`config.mk`:
```
export PLATFORM = sky130hd
export DESIGN_NAME = device_address_allowlist
export DESIGN_NICKNAME = d
export VERILOG_FILES = /design/src/design/dal_pkg.sv /design/src/design/dal_ram.sv /design/src/design/device_address_allowlist.sv
export VERILOG_INCLUDE_DIRS = /design/src /design/src/design
export SDC_FILE = /design/constraint.sdc
export NUM_CORES = 1
export LEC_CHECK = 0
export BUFFER_PORTS_ARGS = -buffer_cell sky130_fd_sc_hd__buf_4
export CORE_MARGIN = 4
export CORE_UTILIZATION = 37
export DETAILED_ROUTE_END_ITERATION = 8
export GPL_TIMING_DRIVEN = 0
export SLEW_MARGIN = 20
export SYNTH_ARGS = -nofsm -noshare
export SYNTH_HDL_FRONTEND = slang
export SYNTH_SLANG_ARGS = --single-unit
```
`constraint.sdc`:
```
create_clock -name clk_i -period 9.2 [get_ports clk_i]
set_input_delay 0.46 -clock clk_i [delete_from_list [all_inputs] [get_ports clk_i]]
set_output_delay 0.46 -clock clk_i [all_outputs]
set_load 0.1 [all_outputs]
```
`src/design/device_address_allowlist_macros.svh`:
```
// Assertion macros used by the allowlist RTL.
`ifndef DEVICE_ADDRESS_ALLOWLIST_MACROS_SVH
`define DEVICE_ADDRESS_ALLOWLIST_MACROS_SVH

// Same-cycle implication, clocked on clk_i, quiet while rst_ni is low.
`define DAL_ASSERT_IMP(label, ante, cons, msg) \
  label: assert property (@(posedge clk_i) disable iff (!rst_ni) (ante) |-> (cons)) \
    else $error(msg);

// Next-cycle implication, clocked on clk_i, quiet while rst_ni is low.
`define DAL_ASSERT_NXT(label, ante, cons, msg) \
  label: assert property (@(posedge clk_i) disable iff (!rst_ni) (ante) |=> (cons)) \
    else $error(msg);

`endif

```
`src/design/dal_pkg.sv`:
```
// Types and constants of the device address allowlist.
`default_nettype none

package dal_pkg;

  localparam int unsigned ADDR_W     = 48;
  localparam int unsigned OP_W       = 2;
  localparam int unsigned STATUS_W   = 2;
  localparam int unsigned COUNT_O_W  = 4;

  typedef enum logic [OP_W-1:0] {
    OP_ADD    = 2'd0,
    OP_LOOKUP = 2'd1,
    OP_REMOVE = 2'd2
  } op_e;

  typedef enum logic [STATUS_W-1:0] {
    ST_DONE      = 2'd0,
    ST_FULL      = 2'd1,
    ST_NOT_FOUND = 2'd2
  } status_e;

  typedef enum logic [2:0] {
    S_IDLE,
    S_ADD,
    S_RD,
    S_CMP,
    S_SH_RD,
    S_SH_WR,
    S_DONE
  } state_e;

endpackage

`default_nettype wire

```
`src/design/dal_ram.sv`:
```
// Single-clock table memory: one write port, one registered read port.
`default_nettype none

module dal_ram #(
  parameter int unsigned DEPTH = 8,
  parameter int unsigned WIDTH = 48,
  parameter int unsigned AW    = 3
) (
  input  wire logic             clk_i,
  input  wire logic             we_i,
  input  wire logic [AW-1:0]    waddr_i,
  input  wire logic [WIDTH-1:0] wdata_i,
  input  wire logic             re_i,
  input  wire logic [AW-1:0]    raddr_i,
  output logic      [WIDTH-1:0] rdata_o
);

  logic [WIDTH-1:0] mem_q [DEPTH];
  logic [WIDTH-1:0] rdata_q;

  always_ff @(posedge clk_i) begin
    if (we_i) begin
      mem_q[waddr_i] <= wdata_i;
    end
    if (re_i) begin
      rdata_q <= mem_q[raddr_i];
    end
  end

  assign rdata_o = rdata_q;

endmodule

`default_nettype wire

```
`src/design/device_address_allowlist.sv`:
```
// Top level of the device address allowlist: sequencer, entry count and result register.
// Sequencing: an add writes the address into the append slot unless the table is full; an
//   unused op code goes straight to the result; lookup and remove read and compare entries
//   one at a time through the single read port, and a remove hit shifts later entries down.
// One transaction at a time: a request is taken only in idle, once the last result is parked.
// Reset clears the entry count, sequencer and result valid; the table memory is not cleared.
`default_nettype none
`include "device_address_allowlist_macros.svh"

module device_address_allowlist #(
  parameter int unsigned MAX_ENTRIES = 8
) (
  input  wire logic                          clk_i,
  input  wire logic                          rst_ni,
  // request channel
  input  wire logic                          in_valid_i,
  output logic                               in_stall_o,
  input  wire logic [dal_pkg::OP_W-1:0]      op_i,
  input  wire logic [dal_pkg::ADDR_W-1:0]    device_address_i,
  // result channel
  output logic                               out_valid_o,
  input  wire logic                          out_stall_i,
  output logic [dal_pkg::STATUS_W-1:0]       status_o,
  output logic                               match_found_o,
  output logic [dal_pkg::COUNT_O_W-1:0]      entry_count_o
);

  import dal_pkg::*;

  // Count runs 0..MAX_ENTRIES; slot index covers 0..MAX_ENTRIES-1.
  localparam int unsigned CW = $clog2(MAX_ENTRIES + 1);
  localparam int unsigned IW = (MAX_ENTRIES > 1) ? $clog2(MAX_ENTRIES) : 1;

  state_e            state_q, state_d;
  op_e               op_q, op_d;
  logic [ADDR_W-1:0] addr_q, addr_d;
  logic [CW-1:0]     count_q, count_d;
  logic [CW-1:0]     idx_q, idx_d;
  logic [CW-1:0]     idx_nxt;
  status_e           status_q, status_d;
  logic              match_q, match_d;

  // Result register, parted from the sequencer so a new transaction may start.
  logic                 out_valid_q, out_valid_d;
  logic [STATUS_W-1:0]  res_status_q, res_status_d;
  logic                 res_match_q, res_match_d;
  logic [COUNT_O_W-1:0] res_count_q, res_count_d;
  logic                 res_load;

  // Table memory controls.
  logic              mem_we, mem_re;
  logic [IW-1:0]     mem_waddr, mem_raddr;
  logic [ADDR_W-1:0] mem_wdata, mem_rdata;

  logic              in_accept;
  logic              out_take;
  logic              table_full;
  logic              hit;
  logic [CW+COUNT_O_W-1:0] count_ext;

  assign idx_nxt    = idx_q + CW'(1);
  assign table_full = (count_q >= CW'(MAX_ENTRIES));
  assign hit        = (mem_rdata == addr_q);
  assign in_accept  = in_valid_i && !in_stall_o;
  assign out_take   = out_valid_q && !out_stall_i;
  // Report the count masked to the result field width.
  assign count_ext  = {{COUNT_O_W{1'b0}}, count_q};

  dal_ram #(
    .DEPTH(MAX_ENTRIES),
    .WIDTH(ADDR_W),
    .AW   (IW)
  ) u_table (
    .clk_i  (clk_i),
    .we_i   (mem_we),
    .waddr_i(mem_waddr),
    .wdata_i(mem_wdata),
    .re_i   (mem_re),
    .raddr_i(mem_raddr),
    .rdata_o(mem_rdata)
  );

  // Next state of the sequencer.
  always_comb begin
    state_d = state_q;
    unique case (state_q)
      S_IDLE: begin
        if (in_valid_i) begin
          unique case (op_e'(op_i))
            OP_ADD:                 state_d = S_ADD;
            OP_LOOKUP, OP_REMOVE:   state_d = S_RD;
            default:                state_d = S_DONE;
          endcase
        end
      end
      S_ADD: state_d = S_DONE;
      // Walk the packed entries one read at a time until a match or the end.
      S_RD: begin
        state_d = (idx_q < count_q) ? S_CMP : S_DONE;
      end
      S_CMP: begin
        priority if (hit && (op_q == OP_REMOVE)) begin
          state_d = S_SH_RD;
        end else if (hit) begin
          state_d = S_DONE;
        end else begin
          state_d = S_RD;
        end
      end
      // Close the gap: copy entry idx+1 down to idx until the tail.
      S_SH_RD: begin
        state_d = (idx_nxt < count_q) ? S_SH_WR : S_DONE;
      end
      S_SH_WR: state_d = S_SH_RD;
      S_DONE: begin
        if (!out_valid_q || !out_stall_i) begin
          state_d = S_IDLE;
        end
      end
      default: state_d = S_IDLE;
    endcase
  end

  // Datapath, memory controls and handshake outputs of the sequencer.
  always_comb begin
    in_stall_o   = 1'b1;
    op_d         = op_q;
    addr_d       = addr_q;
    count_d      = count_q;
    idx_d        = idx_q;
    status_d     = status_q;
    match_d      = match_q;
    mem_we       = 1'b0;
    mem_re       = 1'b0;
    mem_waddr    = idx_q[IW-1:0];
    mem_raddr    = idx_q[IW-1:0];
    mem_wdata    = mem_rdata;
    res_load     = 1'b0;
    unique case (state_q)
      S_IDLE: begin
        in_stall_o = 1'b0;
        if (in_valid_i) begin
          op_d     = op_e'(op_i);
          addr_d   = device_address_i;
          idx_d    = '0;
          status_d = ST_DONE;
          match_d  = 1'b0;
        end
      end
      S_ADD: begin
        if (table_full) begin
          status_d = ST_FULL;
        end else begin
          mem_we    = 1'b1;
          mem_waddr = count_q[IW-1:0];
          mem_wdata = addr_q;
          count_d   = count_q + CW'(1);
        end
      end
      S_RD: begin
        if (idx_q < count_q) begin
          mem_re = 1'b1;
        end else if (op_q == OP_REMOVE) begin
          status_d = ST_NOT_FOUND;
        end
      end
      S_CMP: begin
        if (hit) begin
          match_d = 1'b1;
        end else begin
          idx_d = idx_nxt;
        end
      end
      S_SH_RD: begin
        if (idx_nxt < count_q) begin
          mem_re    = 1'b1;
          mem_raddr = idx_nxt[IW-1:0];
        end else begin
          count_d = count_q - CW'(1);
        end
      end
      S_SH_WR: begin
        mem_we = 1'b1;
        idx_d  = idx_nxt;
      end
      S_DONE: begin
        res_load = !out_valid_q || !out_stall_i;
      end
      default: ;
    endcase
  end

  // Result register: load on completion, drop once taken.
  always_comb begin
    out_valid_d  = out_valid_q;
    res_status_d = res_status_q;
    res_match_d  = res_match_q;
    res_count_d  = res_count_q;
    priority if (res_load) begin
      out_valid_d  = 1'b1;
      res_status_d = status_q;
      res_match_d  = match_q;
      res_count_d  = count_ext[COUNT_O_W-1:0];
    end else if (out_take) begin
      out_valid_d = 1'b0;
    end
  end

  always_ff @(posedge clk_i or negedge rst_ni) begin
    if (!rst_ni) begin
      state_q     <= S_IDLE;
      count_q     <= '0;
      out_valid_q <= 1'b0;
    end else begin
      state_q     <= state_d;
      count_q     <= count_d;
      out_valid_q <= out_valid_d;
    end
  end

  // Payload registers, no reset needed.
  always_ff @(posedge clk_i) begin
    op_q         <= op_d;
    addr_q       <= addr_d;
    idx_q        <= idx_d;
    status_q     <= status_d;
    match_q      <= match_d;
    res_status_q <= res_status_d;
    res_match_q  <= res_match_d;
    res_count_q  <= res_count_d;
  end

  assign out_valid_o   = out_valid_q;
  assign status_o      = res_status_q;
  assign match_found_o = res_match_q;
  assign entry_count_o = res_count_q;

  // Count stays within the table, and moves only on an add or the end of a remove.
  `DAL_ASSERT_IMP(a_count_bound, 1'b1, count_q <= CW'(MAX_ENTRIES),
    "entry count beyond table depth")
  `DAL_ASSERT_NXT(a_count_moves, count_d != count_q,
    $past(state_q) == S_ADD || $past(state_q) == S_SH_RD, "entry count changed unexpectedly")
  // Reads and writes of the table touch only live slots (or the append slot).
  `DAL_ASSERT_IMP(a_read_live, mem_re, (state_q == S_RD && idx_q < count_q) ||
    (state_q == S_SH_RD && idx_nxt < count_q), "table read outside live entries")
  `DAL_ASSERT_IMP(a_write_live, mem_we, (state_q == S_ADD && !table_full) ||
    (state_q == S_SH_WR && idx_nxt < count_q), "table write outside live entries")
  // A new transaction is taken only while the sequencer is free.
  `DAL_ASSERT_NXT(a_accept_starts, in_accept,
    state_q != S_IDLE && out_valid_q == $past(out_valid_d), "accept did not start work")

endmodule

`default_nettype wire
```
## Yosys cells after proc, flatten, opt, wreduce, memory -nomap -nowiden

Memories as Yosys holds them, arrays and structs flattened. A register that Yosys moved wholly into a read port is not among the register bits.
Cells that the tools add are included.

| storage, ports and cells | value |
|---|---|
| flip-flop bits (word level) | 72 |
| bits of input ports | 54 |
| RAM bits | 384 |
| word-level logic and storage cells | 95 |
| memories kept | 1 |

| cells by class | value |
|---|---|
| $lt $le $gt $ge | 3 |
| muxes and demuxes | 39 |
| reductions and logical operators | 19 |
| $add $sub $neg | 3 |
| equality and inequality tests | 19 |

Memory list:

| name | depth | width | rd ports | clocked after Yosys merged registers in | write ports | RTL line | RTL |
|---|---|---|---|---|---|---|---|
| u_table.mem_q | 8 | 48 | 1 | 1 | 1 | dal_ram.sv:18 | `logic [WIDTH-1:0] mem_q [DEPTH];` |

Operators with widths:

| cell | count |
|---|---|
| two-way mux 48 bit | 2 |
| == test 48 bit | 1 |
| two-way mux 3 bit | 9 |
| one-hot mux 3 bit (7 select lines) | 1 |
| != test 2 bit (second input constant) | 9 |
| two-way mux 4 bit | 4 |
| one-hot mux 4 bit (3 select lines) | 1 |
| two-way mux 1 bit | 11 |
| two-way mux 2 bit | 5 |
| == test 3 bit (second input constant) | 3 |
| AND reduction 3 bit | 3 |
| adder 4 x 1 -> 4 bit (second input constant) | 2 |
| less-than comparator 4 bit | 2 |
| one-hot mux 4 bit (2 select lines) | 1 |
| == test 3 x 2 -> 1 bit (second input constant) | 2 |
| one-hot mux 1 bit (2 select lines) | 3 |
| one-hot mux 2 bit (3 select lines) | 1 |
| one-hot mux 3 bit (2 select lines) | 1 |
| nonzero test 2 bit | 3 |
| nonzero test 3 bit | 2 |
| AND reduction 5 bit | 1 |
| == test 2 bit (second input constant) | 2 |
| greater-or-equal comparator 4 bit (second input constant) | 1 |
| AND reduction 2 bit | 2 |
| 9 further kinds | 11 |

## Longest topological paths before layout

| depth | value |
|---|---|
| word-level depth | 5 |
| mapped depth | 14 |

## Cells and area by module

From an unflattened synthesis, not the netlist that was laid out.

| second synthesis, totals | value |
|---|---|
| cell total of the unflattened synthesis | 926 |
| area, all modules | 20149.3 um^2 |

By module, submodules not included:

| module | seq. area each (um^2) | instances | cells an instance | area each (um^2) |
|---|---|---|---|---|
| dal_ram | 12972.4 | 1 | 616 | 16100.4 |
| device_address_allowlist | 2122.0 | 1 | 310 | 4048.9 |

## Worst setup path after synthesis

OpenSTA, ideal clock, no wires.

| timing | value |
|---|---|
| path kind | flip-flop to flip-flop |
| start | reg state_q[0] |
| end | reg idx_q[0] (enable) |
| required time | 8.861 ns |
| setup time | 0.339 ns |
| buffers on the path | 1 |
| setup slack | 4.723 ns |
| data arrival time | 4.138 ns |
| clock period less this slack | 4.477 ns |
| stages on the path, launching flop included | 6 |
| path through | dfrtp_1 -> clkbuf_1 -> or3_1 -> nor2_1 -> inv_1 -> a21oi_1 |

| on the way | value |
|---|---|
| longest elaborated chain between the ends | 3 |

Ends and longest elaborated chain:

| element | RTL line | RTL |
|---|---|---|
| from (decl) | device_address_allowlist.sv:34 | `state_e state_q, state_d;` |
| from (signal assigned) | device_address_allowlist.sv:215 | `state_q <= state_d;` |
| == test 3 x 2 -> 1 bit, or another cell as far along | device_address_allowlist.sv:139 | `unique case (state_q)` |
| != test 2 bit (no line) / nonzero test 3 bit (equally long branches) | -- |  |
| AND reduction 3 bit (no line) (*) | -- |  |
| to (signal assigned) | device_address_allowlist.sv:225 | `idx_q <= idx_d;` |
| to (decl) | device_address_allowlist.sv:38 | `logic [CW-1:0] idx_q, idx_d;` |

Mark *: on every way between the ends. The rest lies on a longest branch, timed or not.
A chain may end at the register's enable or synchronous reset.

## Final worst setup path

| timing | value |
|---|---|
| start | reg idx_q[1] |
| end | reg u_table.rdata_q[24] (netlist: u_table.rdata_o[24]), read port of u_table.mem_q (enable) |

| on the way | value |
|---|---|
| longest elaborated chain between the ends | 4 |

Ends and longest elaborated chain:

| element | RTL line | RTL |
|---|---|---|
| adder 4 x 1 -> 4 bit | device_address_allowlist.sv:61 | `assign idx_nxt = idx_q + CW'(1);` |
| via idx_nxt[3] | device_address_allowlist.sv:39 | `logic [CW-1:0] idx_nxt;` |
| less-than comparator 4 bit | device_address_allowlist.sv:175 | `if (idx_nxt < count_q) begin` |
| two-way mux 1 bit | device_address_allowlist.sv:175 |  |
| one-hot mux 1 bit (2 select lines) | device_address_allowlist.sv:139 |  |
| via mem_re | device_address_allowlist.sv:51 | `logic mem_we, mem_re;` |
| to (decl) | dal_ram.sv:19 | `logic [WIDTH-1:0] rdata_q;` |

The timed path passes the listed nets, and every way through them passes these cells.

==> summary by stage <==
Run status
The run finished with clean final reports.

Placement
The total placed instance area is 26100 um2. The routability congestion estimate is slightly above 0.8. The worst setup slack after placement is roughly 4.5 ns. The half-perimeter wire length of the detailed placement result is 45.9 mm. The number of input and output port buffers inserted is 62.

Synth
The cell taking the most area after synthesis is sky130_fd_sc_hd__edfxtp_1. Among all cell types in the netlist, the one instantiated most often is sky130_fd_sc_hd__edfxtp_1. Ranked by total cell area, the synthesized netlist is headed by sky130_fd_sc_hd__edfxtp_1 (62%), sky130_fd_sc_hd__mux2i_1 (14%), sky130_fd_sc_hd__mux2_2 (6.7%).

Ranked by instance count, the synthesized netlist is headed by sky130_fd_sc_hd__edfxtp_1 (496), sky130_fd_sc_hd__mux2i_1 (337), sky130_fd_sc_hd__mux2_2 (143), sky130_fd_sc_hd__nor2_1 (118), sky130_fd_sc_hd__nand2_1 (111). The Yosys step of the flow raised 0 warnings. The number of nets handed over by synthesis was between 1500 and 2000. The complex-gate fraction of the synthesized area is 7.10%. The async set or reset register ratio after synthesis is 1.59%. The leading register cell type out of synthesis is sky130_fd_sc_hd__edfxtp_1. After Yosys synthesis, and, or, nand and nor cells account for between 4 and 5% of the synthesized area. Counting flops and latches in the post-synthesis netlist gives 504. Of the total synthesized cell area, the portion taken by XOR and XNOR cells is 2.00%.

In this run the mean area of a mapped cell was 14.4 um2. The gate count after technology mapping is 1674. Summing every instance area after synthesis gives 24100 um2. The synthesized design devotes to its leading area cell type between 60% and 70% of total area. The share of cell area taken by muxes after synthesis is about 21%.

Counting flops with a built-in enable in the synthesized netlist gives 496. After synthesis, the largest family of logic cells by area is multiplexers. Summing the areas of all fa, ha and maj instances in the mapped netlist gives less than 1% of the synthesized area. For this run, the register share of the synthesized area comes to 62.7%.

The number of different library cells used by synthesis comes to 48.

Timing
Timing would allow up to between 200 and 250 MHz. Setup slack closes at around 4.4 ns. The number of failing hold endpoints at the final stage is 0. Setup violations remaining at the end of the flow were counted as 0. The final critical path takes up approximately 52% of the cycle. The worst slew margin relative to its limit is between 20% and 30%.

At the pin with the least slew margin, the transition time is 1.18 ns. The sum of negative setup slack is 0 ns. The final critical path time including I/O delays and setup is 4.81 ns. The max-slew violation count came to 0.

The final clock skew is roughly 0.023 ns. Setup repair after global routing left no endpoint under its margin.

Worst hold path
The worst hold path class is in -> reg.

Layout
The net count of the finished layout is 1877. The repair_antennas step left the layout with diodes totalling 0. Compared with the post-synthesis result, the final layout area differs by 15.4%. The final standard cell area without fillers is 27800 um2. In the final layout, the share of cells above drive strength 1 is 20.4%.

For this run, the share of the core covered by cells in the final layout is between 40% and 50%.

Power
The share of total power in combinational logic is 41.4%. The overall power of the completed layout is 9.13 mW. The power per cell area is about 330 nW/um2. The net switching power of the design is ~3.4 mW. Summed over all cells, the static leakage comes to between 10 and 15 nW. The maximum vdd drop is 0.000184 V. The switching share of power is roughly 37%. The design internal power is 5.73 mW. Of the total power, the clock network draws 22.7%.

In this run, flip-flops and latches consume 35.9% of the power.

CTS
The sink count of the clock tree is 504. The number of buffers on the longest clock path is 3. The clock latency on the worst-skew pair is 0.60 ns.

The TritonCTS clock tree is yes. The H-tree generated during clock tree synthesis spans 2 levels. The cell at the root of the clock tree is sky130_fd_sc_hd__clkbuf_16. The clock transition at the registers of the reported paths is around 0.060 ns.

The number of post-CTS setup repair buffers is 0. In this run, CTS created clock tree buffers numbering 54.

Global routing
Entering global routing, the biggest net connects 31 pins. The final global-route overflow total is 0. The initial antenna violation count came to 1. The via count of the first global-routing pass was 15200. In the global route stage, overall resource usage came out at 19.1%. The first global-routing pass estimated 99.7 mm of wire.

Floorplan
The floorplan core area is ~64000 um2. The initial utilization of the core area, before any placement, comes to 37.4%. The floorplan step defined a die boundary enclosing 69300 um2. Row generation in the floorplan step produced 93 rows. between 60 and 70 I/O pins were placed. The die span in x is 263 um.

The vertical extent of the die is around 260 um.

Critical path
Counting stages on the worst path, the most repeated cell is sky130_fd_sc_hd__buf_2. The worst setup path is captured at a flip-flop. For the worst setup path, the data arrival time is 5.07 ns. The required arrival time at the worst endpoint is 9.47 ns. The worst setup path category is reg -> reg.

STA classifies the critical path startpoint as a flip-flop. The critical path goes through buf_2 > buf_2 > buf_1 > nand3_1 > xnor2_1 > ha_1 > nor4b_1 > nand2b_1 > buf_4 > clkbuf_1 > nand2b_4 > buf_12. The biggest cell delay along the critical path is approximately 0.57 ns. Among all stages on the critical path, the largest delay is contributed by sky130_fd_sc_hd__buf_1. The highest fanout seen on the critical path is 30.

Detailed routing
The remaining number of nets flagged by the antenna check after routing is 0. For this run, the detailed router's first-pass iteration total came to 5. The average wire per standard cell is ~25 um. The via count is 15100. The routed wire length is about 68 mm. The count of routing violations after the opening detailed-route iteration is 1362. After detailed routing, the number of remaining DRC violations is 0.

The via-per-instance ratio is around 5.6.

Job
The count of max-cap constraint violations is 0.
-- cell families (layout without fill, tap and decap cells) --
kind of cell	after synthesis	count (layout)
AOI/OAI and AO/OA	229	229
xor gates and xnor gates	55	55
adders and majority gates	10	10
buffers and inverters	122	301
DFF	504	504
muxes	480	480
and+or+nand+nor	274	274
-- routing by layer --
layer  vias up  share of wire, %  global-route usage, %
met5         -                 0                      0
met4         0               3.0                   5.83
met3       130               6.3                   2.62
met2       528                47                   31.2
met1      7706                44                   26.6
li1       6750                 -                      -
-- what timing repair did --
| item | CTS | global route |
|---|---|---|
| endpoints found under the hold margin | 9 | 0 |
| resized for setup | 0 | 0 |
| endpoints found under the setup margin | 0 | 0 |
| hold buffers | 2 | 0 |
-- layout by cell type, fill, tap and decap left out, types with 35 or more instances in the layout --
| cell type | netlist | final |
|---|---|---|
| sky130_fd_sc_hd__nor2_1 | 118 | 109 |
| sky130_fd_sc_hd__a32oi_1 | 48 | 48 |
| sky130_fd_sc_hd__clkbuf_16 | 0 | 55 |
| sky130_fd_sc_hd__buf_2 | 35 | 35 |
| sky130_fd_sc_hd__xor2_1 | 51 | 51 |
| sky130_fd_sc_hd__mux2i_1 | 337 | 337 |
| sky130_fd_sc_hd__clkbuf_1 | 61 | 76 |
| sky130_fd_sc_hd__buf_4 | 6 | 68 |
| sky130_fd_sc_hd__edfxtp_1 | 496 | 496 |
| sky130_fd_sc_hd__a21oi_1 | 101 | 101 |
| sky130_fd_sc_hd__mux2_2 | 143 | 143 |
| sky130_fd_sc_hd__nand2_1 | 111 | 111 |
-- path summary, 6_finish.rpt --
check	startpoint	to	slack, ns	depth (start not counted)
min in group asynchronous	rst_ni	count_q[3]	0.21	2
min reg2reg	match_q	match_found_o	0.42	0
max	idx_q[1]	u_table.rdata_o[24]	4.39	12
max reg2reg	idx_q[1]	u_table.rdata_o[24]	4.39	12
max in group asynchronous	rst_ni	state_q[2]	8.87	2
min	device_address_i[4]	addr_q[4]	0.03	1
-- flip-flops by register name (all words and copies together) (netlist names) --
| name | flops |
|---|---|
| match_found_o | 1 |
| u_table.mem_q | 384 |
| out_valid_o | 1 |
| match_q | 1 |
| status_q | 2 |
| addr_q | 48 |
| state_q | 3 |
| status_o | 2 |
| count_q | 4 |
| u_table.rdata_o | 48 |
| entry_count_o | 4 |
| op_q | 2 |
| idx_q | 4 |
-- cell type report --
cell class	count	area (um2)
inverters	9	33.8
flip-flops and latches	504	15100
fillers	5851	36700
clock inverters	24	198
multi-input cells	1048	8530
well taps	855	1070
repair buffers	83	896
plain buffers	113	513
clock buffers	72	1460
-- stage by stage --
stage | hold slack, ns | instances
after CTS | 0.000111 | 2708
final | 0.0290 | 2708
after global routing | 0.0100 | 2708
after global placement | 0.279 | 2591
after detailed placement | 0.280 | 2610
after floorplan | 0.164 | 1674
-- power by group through the flow --
stage	logic [mW]	clock network, mW	registers (mW)
6_report	3.78	2.07	3.28
5_1_grt	4.01	2.21	3.31
4_1_cts	3.78	2.11	3.28
3_5_place_dp	3.75	0	3.33
3_3_place_gp	3.63	0	3.35
2_1_floorplan	2.49	0	3.34
-- critical path, delay by kind of cell, from the launching register on --
kind                       cells  cell delay, ns
buffers and inverters          6            2.25
DFF                            1            0.40
adders and majority gates      1            0.26
xor gates and xnor gates       1            0.18
and+or+nand+nor                4            1.28
Power figures use the tool's default switching activity.
